==> config.mk <==
export PLATFORM = sky130hd
export DESIGN_NAME = binary_packet_deframer
export DESIGN_NICKNAME = d
export VERILOG_FILES = /design/src/bpd_pkg.sv /design/src/bpd_fifo.sv /design/src/bpd_front.sv /design/src/bpd_back.sv /design/src/binary_packet_deframer.sv
export VERILOG_INCLUDE_DIRS = /design/src /design/src/src
export SDC_FILE = /design/constraint.sdc
export NUM_CORES = 1
export LEC_CHECK = 0
export BUFFER_PORTS_ARGS = -buffer_cell sky130_fd_sc_hd__clkbuf_2
export CORE_MARGIN = 1
export CORE_UTILIZATION = 45
export DETAILED_ROUTE_END_ITERATION = 10
export GPL_ROUTABILITY_DRIVEN = 0
export MAX_ROUTING_LAYER = met4
export PLACE_DENSITY_LB_ADDON = 0.05
export SLEW_MARGIN = 20
export SYNTH_ARGS = -nofsm -noshare
export SYNTH_HDL_FRONTEND = slang
export SYNTH_SLANG_ARGS = --single-unit
export TNS_END_PERCENT = 1
==> constraint.sdc <==
create_clock -name clk -period 6.87 [get_ports clk]
set_input_delay 0.3435 -clock clk [delete_from_list [all_inputs] [get_ports clk]]
set_output_delay 0.3435 -clock clk [all_outputs]
set_load 0.05 [all_outputs]
==> src/binary_packet_deframer_macros.svh <==
// Assertion macros used by the deframer top-level RTL.
`ifndef BINARY_PACKET_DEFRAMER_MACROS_SVH
`define BINARY_PACKET_DEFRAMER_MACROS_SVH

// The consequent must hold in the same cycle as the antecedent.
`define BPD_ASSERT_NOW(label, clk, rst_n, ante, cons) \
	label: assert property (@(posedge clk) disable iff (!rst_n) (ante) |-> (cons)) \
		else $error("binary_packet_deframer: assertion failed");

// The consequent must hold in the cycle after the antecedent.
`define BPD_ASSERT_NEXT(label, clk, rst_n, ante, cons) \
	label: assert property (@(posedge clk) disable iff (!rst_n) (ante) |=> (cons)) \
		else $error("binary_packet_deframer: assertion failed");

`endif

==> src/bpd_pkg.sv <==
`default_nettype none

package bpd_pkg;

	// Sync word "$BIN" as it appears in a left-shifting byte window.
	localparam logic [31:0] SYNC_WORD = 32'h2442_494E;

	// Register reset values.
	localparam logic [15:0] MAX_TYPE_RST   = 16'd99;
	localparam logic [15:0] MAX_LENGTH_RST = 16'd304;

	// Register indexes on the configuration port.
	localparam int unsigned CFG_INDEX_W = 1;
	localparam logic [CFG_INDEX_W-1:0] CFG_MAX_TYPE   = 1'd0;
	localparam logic [CFG_INDEX_W-1:0] CFG_MAX_LENGTH = 1'd1;

	// Deframer phases.
	typedef enum logic [2:0] {
		PH_HUNT    = 3'd0,
		PH_HEADER  = 3'd1,
		PH_PAYLOAD = 3'd2,
		PH_CHECK   = 3'd3,
		PH_TRAILER = 3'd4
	} phase_t;

	// Status codes reported on end items.
	typedef enum logic [1:0] {
		ST_OK           = 2'd0,
		ST_BAD_HEADER   = 2'd1,
		ST_TRUNCATED    = 2'd2,
		ST_BAD_CHECKSUM = 2'd3
	} status_t;

	// Header limits held by the configuration registers.
	typedef struct packed {
		logic [15:0] max_type;
		logic [15:0] max_length;
	} cfg_t;

	// One result word as it travels from the classifier to the output.
	typedef struct packed {
		logic [7:0]  data_byte;
		logic [15:0] byte_index;
		logic [15:0] packet_type;
		logic [15:0] packet_length;
		logic        end_of_packet;
		status_t     status;
		logic [15:0] computed_sum;
		logic [15:0] received_sum;
	} result_t;

endpackage

`default_nettype wire

==> src/bpd_fifo.sv <==
`default_nettype none

// Small first-in first-out queue of result words with a fall-through head.
module bpd_fifo #(
	parameter int unsigned DEPTH = 4
) (
	input  wire logic             clk,
	input  wire logic             arst_n,
	input  wire logic             push,
	input  wire bpd_pkg::result_t push_data,
	input  wire logic             pop,
	output logic                  full,
	output logic                  valid,
	output bpd_pkg::result_t      head
);

	localparam int unsigned PTR_W = (DEPTH > 1) ? $clog2(DEPTH) : 1;
	localparam int unsigned CNT_W = $clog2(DEPTH + 1);
	localparam logic [PTR_W-1:0] LAST_PTR = PTR_W'(DEPTH - 1);
	localparam logic [CNT_W-1:0] FULL_CNT = CNT_W'(DEPTH);

	bpd_pkg::result_t mem_q [DEPTH];
	logic [PTR_W-1:0] wr_ptr_q;
	logic [PTR_W-1:0] rd_ptr_q;
	logic [CNT_W-1:0] count_q;

	assign full  = (count_q == FULL_CNT);
	assign valid = (count_q != '0);
	assign head  = mem_q[rd_ptr_q];

	// Storage is written without reset; only the pointers carry control state.
	always_ff @(posedge clk) begin
		if (push) begin
			mem_q[wr_ptr_q] <= push_data;
		end
	end

	// Pointers wrap at the last entry, so the depth need not be a power of two.
	always_ff @(posedge clk or negedge arst_n) begin
		if (!arst_n) begin
			wr_ptr_q <= '0;
			rd_ptr_q <= '0;
			count_q  <= '0;
		end else begin
			if (push) begin
				wr_ptr_q <= (wr_ptr_q == LAST_PTR) ? '0 : wr_ptr_q + 1'b1;
			end
			if (pop) begin
				rd_ptr_q <= (rd_ptr_q == LAST_PTR) ? '0 : rd_ptr_q + 1'b1;
			end
			if (push && !pop) begin
				count_q <= count_q + 1'b1;
			end else if (pop && !push) begin
				count_q <= count_q - 1'b1;
			end
		end
	end

endmodule

`default_nettype wire

==> src/bpd_front.sv <==
`default_nettype none

// Byte classifier: tracks the framing phase and builds at most one result per byte.
module bpd_front (
	input  wire logic          clk,
	input  wire logic          arst_n,
	input  wire logic          accept,
	input  wire logic [7:0]    in_byte,
	input  wire bpd_pkg::cfg_t cfg,
	output logic               res_valid,
	output bpd_pkg::result_t   res
);

	bpd_pkg::phase_t phase_q, phase_d;
	logic [31:0] win_q, win_d;
	logic [1:0]  fc_q, fc_d;
	logic [15:0] type_q, type_d;
	logic [15:0] length_q, length_d;
	logic [15:0] count_q, count_d;
	logic [15:0] sum_q, sum_d;
	logic        seen_q, seen_d;
	logic [7:0]  cs_low_q, cs_low_d;
	logic [15:0] recv_q, recv_d;

	// Framing state advances only when a word is accepted.
	always_ff @(posedge clk or negedge arst_n) begin
		if (!arst_n) begin
			phase_q  <= bpd_pkg::PH_HUNT;
			win_q    <= '0;
			fc_q     <= '0;
			type_q   <= '0;
			length_q <= '0;
			count_q  <= '0;
			sum_q    <= '0;
			seen_q   <= 1'b0;
			cs_low_q <= '0;
			recv_q   <= '0;
		end else if (accept) begin
			phase_q  <= phase_d;
			win_q    <= win_d;
			fc_q     <= fc_d;
			type_q   <= type_d;
			length_q <= length_d;
			count_q  <= count_d;
			sum_q    <= sum_d;
			seen_q   <= seen_d;
			cs_low_q <= cs_low_d;
			recv_q   <= recv_d;
		end
	end

	// Next state and the result word for the byte on the input.
	always_comb begin
		logic [31:0] win_shift;
		logic [15:0] sum_next;
		logic [15:0] count_next;
		logic        seen_next;

		win_shift  = {win_q[23:0], in_byte};
		sum_next   = sum_q + {8'h00, in_byte};
		count_next = count_q + 16'd1;
		seen_next  = seen_q | (win_shift == bpd_pkg::SYNC_WORD);

		phase_d  = phase_q;
		win_d    = win_q;
		fc_d     = fc_q;
		type_d   = type_q;
		length_d = length_q;
		count_d  = count_q;
		sum_d    = sum_q;
		seen_d   = seen_q;
		cs_low_d = cs_low_q;
		recv_d   = recv_q;

		res_valid         = 1'b0;
		res.data_byte     = '0;
		res.byte_index    = '0;
		res.end_of_packet = 1'b0;
		res.status        = bpd_pkg::ST_OK;
		res.computed_sum  = '0;
		res.received_sum  = '0;

		unique case (phase_q)
			bpd_pkg::PH_HUNT: begin
				win_d = win_shift;
				if (win_shift == bpd_pkg::SYNC_WORD) begin
					phase_d = bpd_pkg::PH_HEADER;
					fc_d    = '0;
				end
			end

			bpd_pkg::PH_HEADER: begin
				unique case (fc_q)
					2'd0: type_d   = {8'h00, in_byte};
					2'd1: type_d   = {in_byte, type_q[7:0]};
					2'd2: length_d = {8'h00, in_byte};
					2'd3: length_d = {in_byte, length_q[7:0]};
				endcase
				if (fc_q != 2'd3) begin
					fc_d = fc_q + 2'd1;
				end else begin
					// Header complete: check the limits and start a fresh payload.
					fc_d    = '0;
					count_d = '0;
					sum_d   = '0;
					seen_d  = 1'b0;
					win_d   = '0;
					if (type_q > cfg.max_type || length_d > cfg.max_length) begin
						res_valid         = 1'b1;
						res.end_of_packet = 1'b1;
						res.status        = bpd_pkg::ST_BAD_HEADER;
						phase_d           = bpd_pkg::PH_HUNT;
					end else if (length_d == '0) begin
						phase_d = bpd_pkg::PH_CHECK;
					end else begin
						phase_d = bpd_pkg::PH_PAYLOAD;
					end
				end
			end

			bpd_pkg::PH_PAYLOAD: begin
				sum_d   = sum_next;
				win_d   = win_shift;
				seen_d  = seen_next;
				count_d = count_next;
				res_valid = 1'b1;
				if (count_next == length_q && seen_next) begin
					// A sync word inside the payload means the packet was cut short.
					res.end_of_packet = 1'b1;
					res.status        = bpd_pkg::ST_TRUNCATED;
					res.computed_sum  = sum_next;
					phase_d           = bpd_pkg::PH_HUNT;
					win_d             = '0;
					fc_d              = '0;
				end else begin
					res.data_byte    = in_byte;
					res.byte_index   = count_q;
					res.computed_sum = sum_next;
					if (count_next == length_q) begin
						phase_d = bpd_pkg::PH_CHECK;
						fc_d    = '0;
					end
				end
			end

			bpd_pkg::PH_CHECK: begin
				if (fc_q == '0) begin
					cs_low_d = in_byte;
					fc_d     = 2'd1;
				end else begin
					recv_d  = {in_byte, cs_low_q};
					phase_d = bpd_pkg::PH_TRAILER;
					fc_d    = '0;
				end
			end

			bpd_pkg::PH_TRAILER: begin
				if (fc_q == '0) begin
					fc_d = 2'd1;
				end else begin
					res_valid         = 1'b1;
					res.end_of_packet = 1'b1;
					res.status        = (recv_q == sum_q) ? bpd_pkg::ST_OK
					                                      : bpd_pkg::ST_BAD_CHECKSUM;
					res.computed_sum  = sum_q;
					res.received_sum  = recv_q;
					phase_d           = bpd_pkg::PH_HUNT;
					win_d             = '0;
					fc_d              = '0;
				end
			end

			default: begin
				phase_d = bpd_pkg::PH_HUNT;
				win_d   = '0;
				fc_d    = '0;
			end
		endcase

		// Header fields are reported as they stand after this byte.
		res.packet_type   = type_d;
		res.packet_length = length_d;
	end

endmodule

`default_nettype wire

==> src/bpd_back.sv <==
`default_nettype none

// Output stage: takes result words from the queue into the output register.
module bpd_back (
	input  wire logic             clk,
	input  wire logic             arst_n,
	input  wire logic             in_valid,
	input  wire bpd_pkg::result_t in_res,
	output logic                  in_pop,
	output logic                  out_valid,
	output bpd_pkg::result_t      out_res,
	input  wire logic             out_ready
);

	logic             valid_q;
	bpd_pkg::result_t res_q;

	// Load a new word whenever the register is empty or being emptied.
	assign in_pop    = in_valid && (!valid_q || out_ready);
	assign out_valid = valid_q;
	assign out_res   = res_q;

	always_ff @(posedge clk or negedge arst_n) begin
		if (!arst_n) begin
			valid_q <= 1'b0;
		end else if (!valid_q || out_ready) begin
			valid_q <= in_valid;
		end
	end

	// The payload register carries no reset.
	always_ff @(posedge clk) begin
		if (in_pop) begin
			res_q <= in_res;
		end
	end

endmodule

`default_nettype wire

==> src/binary_packet_deframer.sv <==
// A result reaches the master side through the result queue and then the output register.
// Throughput: one byte per cycle; input stalls only when the result queue is full.
// Queue depth is FIFO_DEPTH words plus the one-word output register.
// Reset (arst_n low, asynchronous) returns to sync hunting with all counters cleared,
// empties the queue and loads max_type = 99 and max_length = 304.
`default_nettype none
`include "binary_packet_deframer_macros.svh"

module binary_packet_deframer #(
	parameter int unsigned FIFO_DEPTH = 4
) (
	input  wire logic        clk,
	input  wire logic        arst_n,
	// Received byte stream.
	input  wire logic        s_tvalid,
	output logic             s_tready,
	input  wire logic [7:0]  s_tdata,   // [7:0] in_byte
	// Result stream.
	output logic             m_tvalid,
	input  wire logic        m_tready,
	// [7:0] data_byte, [23:8] byte_index, [39:24] packet_type, [55:40] packet_length,
	// [71:56] computed_sum, [87:72] received_sum
	output logic [87:0]      m_tdata,
	output logic             m_tlast,   // end_of_packet
	output logic [1:0]       m_tuser,   // [1:0] status
	// Configuration writes.
	input  wire logic        cfg_we,
	input  wire logic [bpd_pkg::CFG_INDEX_W-1:0] cfg_index,
	input  wire logic [15:0] cfg_data
);

	bpd_pkg::cfg_t    cfg_q;
	logic             accept;
	logic             res_valid;
	bpd_pkg::result_t res;
	logic             fifo_full;
	logic             fifo_valid;
	logic             fifo_pop;
	bpd_pkg::result_t fifo_head;
	logic             out_valid;
	bpd_pkg::result_t out_res;

	// Configuration registers.
	always_ff @(posedge clk or negedge arst_n) begin
		if (!arst_n) begin
			cfg_q.max_type   <= bpd_pkg::MAX_TYPE_RST;
			cfg_q.max_length <= bpd_pkg::MAX_LENGTH_RST;
		end else if (cfg_we) begin
			unique case (cfg_index)
				bpd_pkg::CFG_MAX_TYPE:   cfg_q.max_type   <= cfg_data;
				bpd_pkg::CFG_MAX_LENGTH: cfg_q.max_length <= cfg_data;
			endcase
		end
	end

	// A byte is taken whenever the queue has room for its result.
	assign s_tready = !fifo_full;
	assign accept   = s_tvalid && s_tready;

	bpd_front u_front (
		.clk       (clk),
		.arst_n    (arst_n),
		.accept    (accept),
		.in_byte   (s_tdata),
		.cfg       (cfg_q),
		.res_valid (res_valid),
		.res       (res)
	);

	bpd_fifo #(
		.DEPTH (FIFO_DEPTH)
	) u_fifo (
		.clk       (clk),
		.arst_n    (arst_n),
		.push      (accept && res_valid),
		.push_data (res),
		.pop       (fifo_pop),
		.full      (fifo_full),
		.valid     (fifo_valid),
		.head      (fifo_head)
	);

	bpd_back u_back (
		.clk       (clk),
		.arst_n    (arst_n),
		.in_valid  (fifo_valid),
		.in_res    (fifo_head),
		.in_pop    (fifo_pop),
		.out_valid (out_valid),
		.out_res   (out_res),
		.out_ready (m_tready)
	);

	// Pack the result word onto the master side.
	assign m_tvalid = out_valid;
	assign m_tlast  = out_res.end_of_packet;
	assign m_tuser  = out_res.status;
	assign m_tdata  = {out_res.received_sum, out_res.computed_sum, out_res.packet_length,
	                   out_res.packet_type, out_res.byte_index, out_res.data_byte};

	// Nothing can reach the output when both the queue and the output register are empty.
	`BPD_ASSERT_NEXT(a_no_invented_word, clk, arst_n, !fifo_valid && !m_tvalid, !m_tvalid)
	// A payload word carries no status and no received checksum.
	`BPD_ASSERT_NOW(a_payload_clean, clk, arst_n, m_tvalid && !m_tlast, m_tuser == bpd_pkg::ST_OK && m_tdata[87:72] == 16'h0000)
	// A bad header ends the packet and carries no sums.
	`BPD_ASSERT_NOW(a_bad_header_clean, clk, arst_n, m_tvalid && m_tuser == bpd_pkg::ST_BAD_HEADER, m_tlast && m_tdata[87:56] == 32'h0000_0000)

endmodule

`default_nettype wire
---- After elaboration in Yosys (flattened, before gate mapping) ----
Memory sizes are Yosys's and may differ from the RTL's. A register that Yosys moved wholly into a read port is not among the register bits.
Cells that the tools add are included.
storage, ports and cells
  flip-flop bits (word level) ............. 158
  bits in writable memories ............... 364
  logic and storage cells ................. 125
  memories kept ........................... 1
cells by class
  add/subtract/negate cells ............... 7
  $lt $le $gt $ge ......................... 2
  eq/ne operators ......................... 19
  multiplexer cells ....................... 49
  bitwise gates (word level) .............. 4
  reductions and logical operators ........ 27
memories
  name          words  bits a word  rd ports  clocked after memory_dff  wr ports  line            source
  u_fifo.mem_q  4      91           1         1                         1         bpd_fifo.sv:22  bpd_pkg::result_t mem_q [DEPTH];
operator list
  cell                                                   number
  one-hot mux 16 bit (2 select lines)                    5
  two-way mux 24 bit                                     5
  one-hot mux 24 bit (5 select lines)                    1
  two-way mux 16 bit                                     5
  two-way mux 35 bit                                     1
  two-way mux 3 bit                                      11
  equality test 16 bit                                   2
  equality test 32 x 30 -> 1 bit, second input constant  1
  > comparator 16 bit                                    2
  adder 16 x 1 -> 16 bit, second input constant          1
  adder 16 x 8 -> 16 bit                                 1
  zero test 16 bit                                       1
  two-way mux 2 bit                                      8
  one-hot mux 3 bit (5 select lines)                     1
  AND reduction 3 bit                                    4
  one-hot mux 3 bit (3 select lines)                     1
  equality test 2 bit, second input constant             4
  two-way mux 1 bit                                      8
  != test 2 bit, second input constant                   4
  one-hot mux 2 bit (4 select lines)                     1
  adder 2 x 1 -> 2 bit, second input constant            3
  equality test 3 x 2 -> 1 bit, second input constant    2
  equality test 3 bit, second input constant             2
  logical AND 1 bit                                      6
  20 further kinds                                       28

---- Longest topological paths before layout ----
Gate-level depths: netlist (run 1).
  depth in word-level cells ............... 13
  depth in mapped cells ................... 20
  depth with buffers taken out ............ 18

---- Modules after synthesis ----
Synthesis (run 1) repeated with hierarchy kept, for this count alone.
second synthesis, totals
  cells, all modules ...................... 1,548
  area total of the unflattened synthesis .. 25,657.1 sq um
by module, submodules not included
  module                  instances  cells each  area an instance (sq um)  seq. area each (sq um)
  bpd_fifo                1          512         13,548.0                  11,105.7
  bpd_front               1          869         8,055.2                   2,952.8
  bpd_back                1          95          2,776.4                   2,757.6
  binary_packet_deframer  1          72          1,277.5                   809.5

---- Worst setup path after synthesis (run 1) ----
No wires, ideal clock.
  path type ............................... flip-flop to flip-flop
  start ................................... register u_back.valid_q, in the netlist u_back.out_valid
  end ..................................... register u_fifo.count_q[1]
  library setup time ...................... 0.125 ns
  data arrival time ....................... 6.437 ns
  required time ........................... 6.745 ns
  slack ................................... 0.309 ns
  cell stages (with the launch flop) ...... 7
  path buffers ............................ 0
  period minus slack after synthesis ...... 6.561 ns
  path through ............................ dfrtp_1 > a21oi_1 > inv_1 > ha_1 > inv_1 > fa_1 > mux2_2
between the ends
  word-level cells in the longest chain between the ends .. 6
RTL lines
  item                                                            line                          source
  from (decl)                                                     bpd_back.sv:15                logic valid_q;
  from (signal assigned)                                          bpd_back.sv:27                valid_q <= in_valid;
  zero test 1 bit *                                               bpd_back.sv:19                assign in_pop = in_valid && (!valid_q || out_ready);
  logical OR 1 bit *                                              bpd_back.sv:19
  logical AND 1 bit *                                             bpd_back.sv:19
  via fifo_pop                                                    binary_packet_deframer.sv:38  logic fifo_pop;
  zero test 1 bit                                                 bpd_fifo.sv:51                if (push && !pop) begin
  logical AND 1 bit                                               bpd_fifo.sv:51
  two-way mux 3 bit / nonzero test 2 bit (equally long branches)  n/a
  to (signal assigned)                                            bpd_fifo.sv:52                count_q <= count_q + 1'b1;
  to (signal assigned)                                            bpd_fifo.sv:54                count_q <= count_q - 1'b1;
  to (decl)                                                       bpd_fifo.sv:25                logic [CNT_W-1:0] count_q;
The timed path passes the listed nets; every way through them passes the cells marked *.
A chain may end at the register's enable or synchronous reset.

---- Worst setup path after layout (run 1) ----
  start ................................... register u_front.fc_q[0]
  end ..................................... memory u_fifo.mem_q[2][70] in the netlist's numbering (enable)
between the ends
  word-level cells in the longest chain between the ends .. 11
RTL lines
  item                                       line                          source
  from (decl)                                bpd_front.sv:16               logic [1:0] fc_q, fc_d;
  from (signal assigned)                     bpd_front.sv:30               fc_q <= '0;
  from (signal assigned)                     bpd_front.sv:41               fc_q <= fc_d;
  equality test 2 bit                        bpd_front.sv:93               unique case (fc_q)
  one-hot mux 16 bit (2 select lines)        bpd_front.sv:93
  two-way mux 16 bit                         bpd_front.sv:83               unique case (phase_q)
  > comparator 16 bit                        bpd_front.sv:108              if (type_q > cfg.max_type || length_d > cfg.max_length) begin
  logical OR 1 bit                           bpd_front.sv:108
  two-way mux 1 bit                          bpd_front.sv:108
  two-way mux 1 bit                          bpd_front.sv:99               if (fc_q != 2'd3) begin
  one-hot mux 1 bit (3 select lines) *       bpd_front.sv:83
  logical AND 1 bit *                        binary_packet_deframer.sv:75  .push (accept && res_valid),
  via u_fifo.push                            bpd_fifo.sv:9                 input wire logic push,
  two-way mux 1 bit *                        bpd_fifo.sv:33                if (push) begin
  two-way mux 1 bit (implied by the code) *  bpd_fifo.sv:34                mem_q[wr_ptr_q] <= push_data;
  to (decl)                                  bpd_fifo.sv:22
The timed path passes the listed nets; every way through them passes the cells marked *. The select of a mux whose other input is x is not followed.

==> results of run 1 <==
[registers in the layout (all words and copies together), names as in the netlist]
| signal | count |
|---|---|
| u_fifo.mem_q | 364 |
| u_back.out_res | 91 |
| cfg_q | 32 |
| u_front.win_q | 24 |
| u_front.count_q | 16 |
| u_front.length_q | 16 |
| u_front.recv_q | 16 |
| u_front.sum_q | 16 |
| u_front.type_q | 16 |
| u_front.cs_low_q | 8 |
| u_fifo.count_q | 3 |
| u_front.phase_q | 3 |
| u_fifo.rd_ptr_q | 2 |
| u_fifo.wr_ptr_q | 2 |
| u_front.fc_q | 2 |
| u_back.out_valid | 1 |
| u_front.seen_q | 1 |
[placed cells by master, fill, tap and decap left out, types with 23 or more instances in the layout]
cell and n:
mux4_2 91, inv_1 53, clkbuf_2 121, ha_1 51
clkbuf_16 71, edfxtp_1 455, a21oi_1 34, a22o_1 28
nand2_1 187, and3_1 32, a31oi_1 23, dfrtp_1 149
o21ai_0 86, nor2_1 33, xor2_1 30, mux2_2 66
[tightest hold or removal path, stage by stage]
cell and delay, ps:
clkbuf_2 120, nand2_1 50, o21ai_0 60
[kinds of logic (layout without fill, tap and decap cells)]
family | count (synthesis) | after routing | synth area share [%]
flip-flops | 613 | 613 | 69.0
AND/OR/NAND/NOR | 381 | 381 | 7.31
AO/OA/AOI/OAI | 240 | 240 | 6.09
multiplexers | 160 | 160 | 11.0
buffers and inverters | 152 | 321 | 2.31
adder cells (fa/ha/maj) | 53 | 53 | 2.65
XOR/XNOR | 47 | 47 | 1.61
[Yosys cell counts (all sizes together), types with 4 or more instances]
master,n
edfxtp,455
nand2,187
dfrtp,151
mux4,91
o21ai,88
clkbuf,71
mux2,66
inv,53
ha,51
a21oi,35
nor2,34
and3,32
xor2,30
a22o,28
buf,28
and2,26
a31oi,23
nand3,17
nand4,17
xnor2,17
o31ai,16
nor4,12
a21o,11
nor3,10
dfstp,7
nor3b,7
and4,6
nor4b,6
nand2b,5
nor2b,5
a22oi,4
o211ai,4
o21bai,4
o41ai,4
[metrics by stage]
step | utilization, % | std cells
2_1_floorplan | - | 1646
3_3_place_gp | 48.4 | 2434
3_5_place_dp | 48.4 | 2434
4_1_cts | 52.5 | 2563
5_1_grt | 52.5 | 2563
6_report | 52.5 | 2563
[metal layers]
layer  track usage [%]  part of all wire (%)
met3              2.89                   4.0
met2              32.0                    47
met4              5.81                   1.7
met5                 -                     0
met1              29.9                    47
[worst min-delay path by stage]
stage | to | cells past startpoint | slack, ps | start
after global placement | cfg_q[6] | 1 | 320 | arst_n
after floorplan | cfg_q[0] | 0 | 50 | arst_n
final | cfg_q[28] | 3 | 30 | cfg_data[12]
after CTS | cfg_q[30] | 3 | 10 | cfg_data[14]
after global routing | cfg_q[3] | 2 | 30 | cfg_data[3]
after detailed placement | cfg_q[29] | 1 | 320 | arst_n
[where the power goes]
group | total [mW] | switching (mW) | internal [mW]
combinational | 3.55 | 2.33 | 1.22
clock | 3.55 | 1.42 | 2.13
sequential | 5.22 | 0.430 | 4.79
total | 12.3 | 4.18 | 8.14
[final cells by class]
cell class	instances	area, um2
Fill cell	4659	26400
Timing Repair Buffer	148	885
Clock buffer	86	1850
Tap cell	748	936
Clock inverter	34	319
Multi-Input combinational cell	881	7380
Inverter	53	199
Sequential cell	613	17600
[repair_timing]
item | CTS | global route
hold buffers | 9 | 0
endpoints found under the hold margin | 53 | 0
gates resized for setup | 0 | 0
==> qor.txt, run 1 <==
Crit Path Max Fanout - 53
Slowest library cell on the worst path - and2_4
Fmax - 185 MHz
Drt drc - 0
Core box area - 0.0556 mm2
TritonCTS clock tree - done
Initial antenna violation count - 0
Vias in the first global route - 14,200
TritonCTS Buffers - 67
CTS H-Tree Depth - 3
Crit path to - u_fifo.mem_q[2][70]
Reg2reg start - u_front.fc_q[0]
Ports - 123
Worst ir drop on vdd - 0.225 mV
Die Wd - 240 um
Synthesized area - 0.0256 mm2
Final Skew - 21.4 ps
Cells after Synth - 1,646
Setup TNS - 0 ps
Die height - 240 um
Crit-path cells - inv_1 -> ha_1 -> nand2b_1 -> a22o_1 -> ha_1 -> nand2_1 -> or4_1 -> a21o_1 -> a31oi_1 -> o311ai_1 -> a31oi_1 -> and2_4 -> buf_12
Post-synth top area share - 53.5%
Share of cells above drive strength 1 - 22.8%
Routed wire length per instance - 22.2 um
Netlist cell types - 65
Site Rows - 86
Total grt overflow - 0
Clk slew on worst S/H paths - 60 ps
Post-route setup slack - 1460 ps
Worst slew pin tran - 1070 ps
Postcts setup bufs - 0
Ant. Diodes - 0
Cells on worst reg2reg path - 13
Crit path depth - 13
Fin crit share - 78.7%
Family with the most delay on the worst path - simple AND/OR/NAND/NOR gates
GRT Overall Usage - 21.1%
Startpoint Class - register
Slew HR - 28.5%
IO Port Bufs - 122
Global-route wire length before repair - 87,700 um
Placed instance area - 0.0269 mm2
Final net count - 1,847
Crit. End Element - register
Detailed Place HPWL - 36,200 um
PD cells - 422 mW/mm2
LEAKAGE - 11.2 nW
Root Buffer - clkbuf_16
Slowest stage delay, CP - 750 ps
Fin. Hold Viols - 0
Most used DFF post-synth - edfxtp_1
Yosys reg bits - 613
Initial DRC count - 968
Pins Over Slew Limit - 0
Unrepaired setup endpoints after global routing - false
Max Cap Violations - 0
Ys Warns - 0
Syn avg cell area - 15.5 um2
Drt via density - 5.54
Area leader, netlist - edfxtp_1
Design Area, Final - 0.0292 mm2
Total number of vias - 14,200
Worst Path Buf+Inv - 2
TritonRoute pass-1 iters - 5
Die area - 0.0577 mm2
Reg2Reg Capture Point - u_fifo.mem_q[2][70]
Top cells by area, synth - edfxtp_1, dfrtp_1, mux4_2, mux2_2, nand2_1
Final setup viols - 0
Total chip power - 12.3 mW
CTS Sinks - 613
Longest Clk Path Bufs - 3
Sequential share of the synthesized area - 69.0%
Fin Hold WS - 34.5 ps
Asr flop ratio synth - 25.8%
CP Data Arrival Time - 5650 ps
Synth Net Count - 1,729
Post-route minimum period - 5410 ps
Starting density of the core - 45.9%
Largest net degree at the start of global routing - 61
Crit Path Category - reg2reg
Reg2reg setup slack - 1460 ps
Area growth syn-to-layout - 14.3%
Worst-Skew Late Latency - 590 ps
Worst min-delay path class - in2reg
Antenna Nets Post-Route - 0
Number of enable flip-flop cells after synthesis - 455
WL final - 56,900 um
Status - complete, no violations
Worst Setup SP - u_front.fc_q[0]
Critical Path RT - 7120 ps
Pre-CTS setup slack - 1410 ps
No activity file was read; power rests on OpenSTA's default activity.
==> run 2: changes to the inputs <==
--- a/config.mk
+++ b/config.mk
@@ -6,6 +6,7 @@
 export SDC_FILE = /design/constraint.sdc
 export NUM_CORES = 1
 export LEC_CHECK = 0
+export ABC_AREA = 1
 export BUFFER_PORTS_ARGS = -buffer_cell sky130_fd_sc_hd__clkbuf_2
 export CORE_MARGIN = 1
 export CORE_UTILIZATION = 45
==> constraint.sdc (replaced) <==
create_clock -name clk -period 5.45 [get_ports clk]
set_input_delay 0.2725 -clock clk [delete_from_list [all_inputs] [get_ports clk]]
set_output_delay 0.2725 -clock clk [all_outputs]
set_load 0.05 [all_outputs]
==> run 2 against run 1 <==
Power grew 51%. Die area grew 0.83%. Global-route usage grew 2.4 points. Largest cell class unchanged.
==> qor.txt, run 2 <==
Drt via density - 5.30
Slowest stage delay, CP - 410 ps
Max reg flops - 364
Global-route wire length before repair - 99,400 um
CP Data Arrival Time - 5100 ps
Pins Over Slew Limit - 0
CTS Sinks - 613
Antenna Nets Post-Route - 0
Die height - 241 um
# placed instances - 3,134
Total chip power - 18.6 mW
Starting density of the core - 45.6%
Top Metal Used - met4
Worst Path Buf+Inv - 5
Ys Warns - 0
Reg2Reg Capture Point - u_fifo.count_q[2]
Wire length on met3 - 3100 um
Fin crit share - 84.9%
Max Cap Violations - 0
Site Rows - 87
Die Wd - 241 um
Number of enable flip-flop cells after synthesis - 455
Root Buffer - clkbuf_16
Startpoint Class - register
Crit. End Element - register
Pre-CTS setup slack - 886 ps
Final Skew - 23.2 ps
WL final - 64,200 um
Reg2reg setup slack - 820 ps
Worst-Skew Late Latency - 600 ps
Crit Path Category - reg2reg
Most common cell after layout, fill and taps aside - edfxtp_1
Commonest cells post-synth - edfxtp_1, nand2_1, o21ai_0
Count leader, synth - edfxtp_1
Core box area - 0.0565 mm2
Family with the most delay on the worst path - simple AND/OR/NAND/NOR gates
Cells on worst reg2reg path - 24
TritonRoute pass-1 iters - 5
Area leader, netlist - edfxtp_1
Post-synth top area share - 53.0%
Biggest register - u_fifo.mem_q
Crit Path Max Fanout - 7
Drt drc - 0
Synth Net Count - 2,415
Worst min-delay path class - in2reg
Syn avg cell area - 11.0 um2
Post-CTS Resized - 0
Routed wire length per instance - 19.6 um
Crit path depth - 24
Synthesized area - 0.0258 mm2
Die area - 0.0582 mm2
LEAKAGE - 11.6 nW
Yosys reg bits - 613
Slew HR - 28.0%
Met1 wire length - 31,000 um
Fmax - 216 MHz
Total number of vias - 17,400
Asr flop ratio synth - 25.8%
Clk slew on worst S/H paths - 60 ps
Utilization after layout - 52.4%
Worst Setup SP - u_front.fc_q[0]
Routed length on met2 - 28,800 um
Total grt overflow - 0
Status - complete, no violations
PD cells - 629 mW/mm2
Unrepaired setup endpoints after global routing - false
Sequential share of the synthesized area - 68.4%
Post-route minimum period - 4630 ps
Crit path to - u_fifo.count_q[2]
Worst ir drop on vdd - 0.485 mV
Fin Hold WS - 37.2 ps
Critical Path RT - 5920 ps
Cells after Synth - 2,332
Post-route setup slack - 822 ps
Detailed Place HPWL - 40,900 um
TritonCTS clock tree - done
TritonCTS Buffers - 66
Ports - 123
Reg2reg start - u_front.fc_q[0]
Most used DFF post-synth - edfxtp_1
Fin. Hold Viols - 0
Slowest library cell on the worst path - dfrtp_1
CTS H-Tree Depth - 3
Initial DRC count - 1,420
GRT Overall Usage - 23.4%
Netlist cell types - 43
Top cells by area, synth - edfxtp_1, dfrtp_1, o21ai_0, nand2_1, nor2_1
Vias in the first global route - 16,700
Longest Clk Path Bufs - 3
Commonest non-fill, non-tap cells in the layout - edfxtp_1, nand2_1, o21ai_0
Worst slew pin tran - 1080 ps
IO Port Bufs - 122
Final Non-Filler Cells - 3,279
Final setup viols - 0
Initial antenna violation count - 2
Largest net degree at the start of global routing - 93
Final net count - 2,550
Crit-path cells - inv_1 -> ha_1 -> nor2_1 -> a21boi_0 -> inv_1 -> ha_1 -> nand2_1 -> inv_1 -> nand3_1 -> nor3_1 -> nand2_1 -> nand3_1 -> nand2_1 -> nand2_1 -> nand3_1 -> nand3_1 -> nand2_1 -> inv_1 -> ha_1 -> inv_1 -> fa_1 -> a21oi_1 -> o21ai_0 -> xor2_1
Share of cells above drive strength 1 - 11.1%
Area growth syn-to-layout - 14.8%
run 2: cell types whose count changed after synthesis, sizes merged, moves of 31 or more:
cell | previous run | this run
mux4 | 91 | 0
o22ai | 0 | 125
nor2 | 34 | 304
nand3 | 17 | 69
mux2 | 66 | 0
inv | 53 | 214
o21ai | 88 | 340
nand2 | 187 | 405
and3 | 32 | 1
run 2: metrics by stage:
stage | setup TNS (ps) | cell area (um2)
floorplan | -472360 | 25800
global placement | 0 | 27200
detailed placement | 0 | 27200
CTS | 0 | 29600
global route | 0 | 29600
finish | 0 | 29600
run 2: logic make-up after synthesis:
kind of cell / after synthesis / share of synthesized area, %
AO/OA/AOI/OAI: 513 / 10.8
XOR/XNOR: 15 / 0.563
adder cells (fa/ha/maj): 53 / 2.63
buffers and inverters: 316 / 4.67
flip-flops: 613 / 68.4
AND/OR/NAND/NOR: 822 / 13.0
run 2: report_power, final:
part	internal, mW	switching (mW)	total (mW)
Clock	2.59	1.85	4.43
Combinational	2.16	5.63	7.79
Sequential	5.96	0.408	6.37
Total	10.7	7.89	18.6
run 2: worst reg2reg max path, cell delays in order, from the launching register on:
cell and delay, ps:
dfrtp_1 410, inv_1 120, ha_1 330, nor2_1 160
a21boi_0 340, inv_1 90, ha_1 310, nand2_1 70
inv_1 70, nand3_1 70, nor3_1 260, nand2_1 90
nand3_1 70, nand2_1 80, nand2_1 70, nand3_1 180
nand3_1 180, nand2_1 320, inv_1 270, ha_1 180
inv_1 70, fa_1 390, a21oi_1 140, o21ai_0 110
xor2_1 150
run 2: area by class of cell:
cell class,instances,area [um2]
multi-input cells,1403,6990
well taps,756,946
flip-flops and latches,613,17600
fillers,4962,26900
diodes,2,5.00
clock buffers,93,1850
repair buffers,167,1060
inverters,216,816
clock inverters,29,303
run 2: timing repair:
action	in CTS	in global routing
hold buffers	21	0
endpoints found under the hold margin	91	0
setup buffers	0	0
run 2: worst min path at each step:
stage	start	to	slack, ps	cells after the start
2_1_floorplan	arst_n	cfg_q[0]	-20	0
3_3_place_gp	arst_n	cfg_q[7]	310	1
3_5_place_dp	arst_n	cfg_q[7]	300	1
4_1_cts	s_tdata[3]	u_front.cs_low_q[3]	10	3
5_1_grt	s_tdata[1]	u_front.cs_low_q[1]	40	3
6_report	s_tdata[1]	u_front.cs_low_q[1]	40	3
run 2: metal layers:
layer	global-route usage (%)	up-vias
met5	-	-
met3	3.12	82
li1	-	8351
met1	34.0	8501
met2	34.6	435
met4	6.79	0
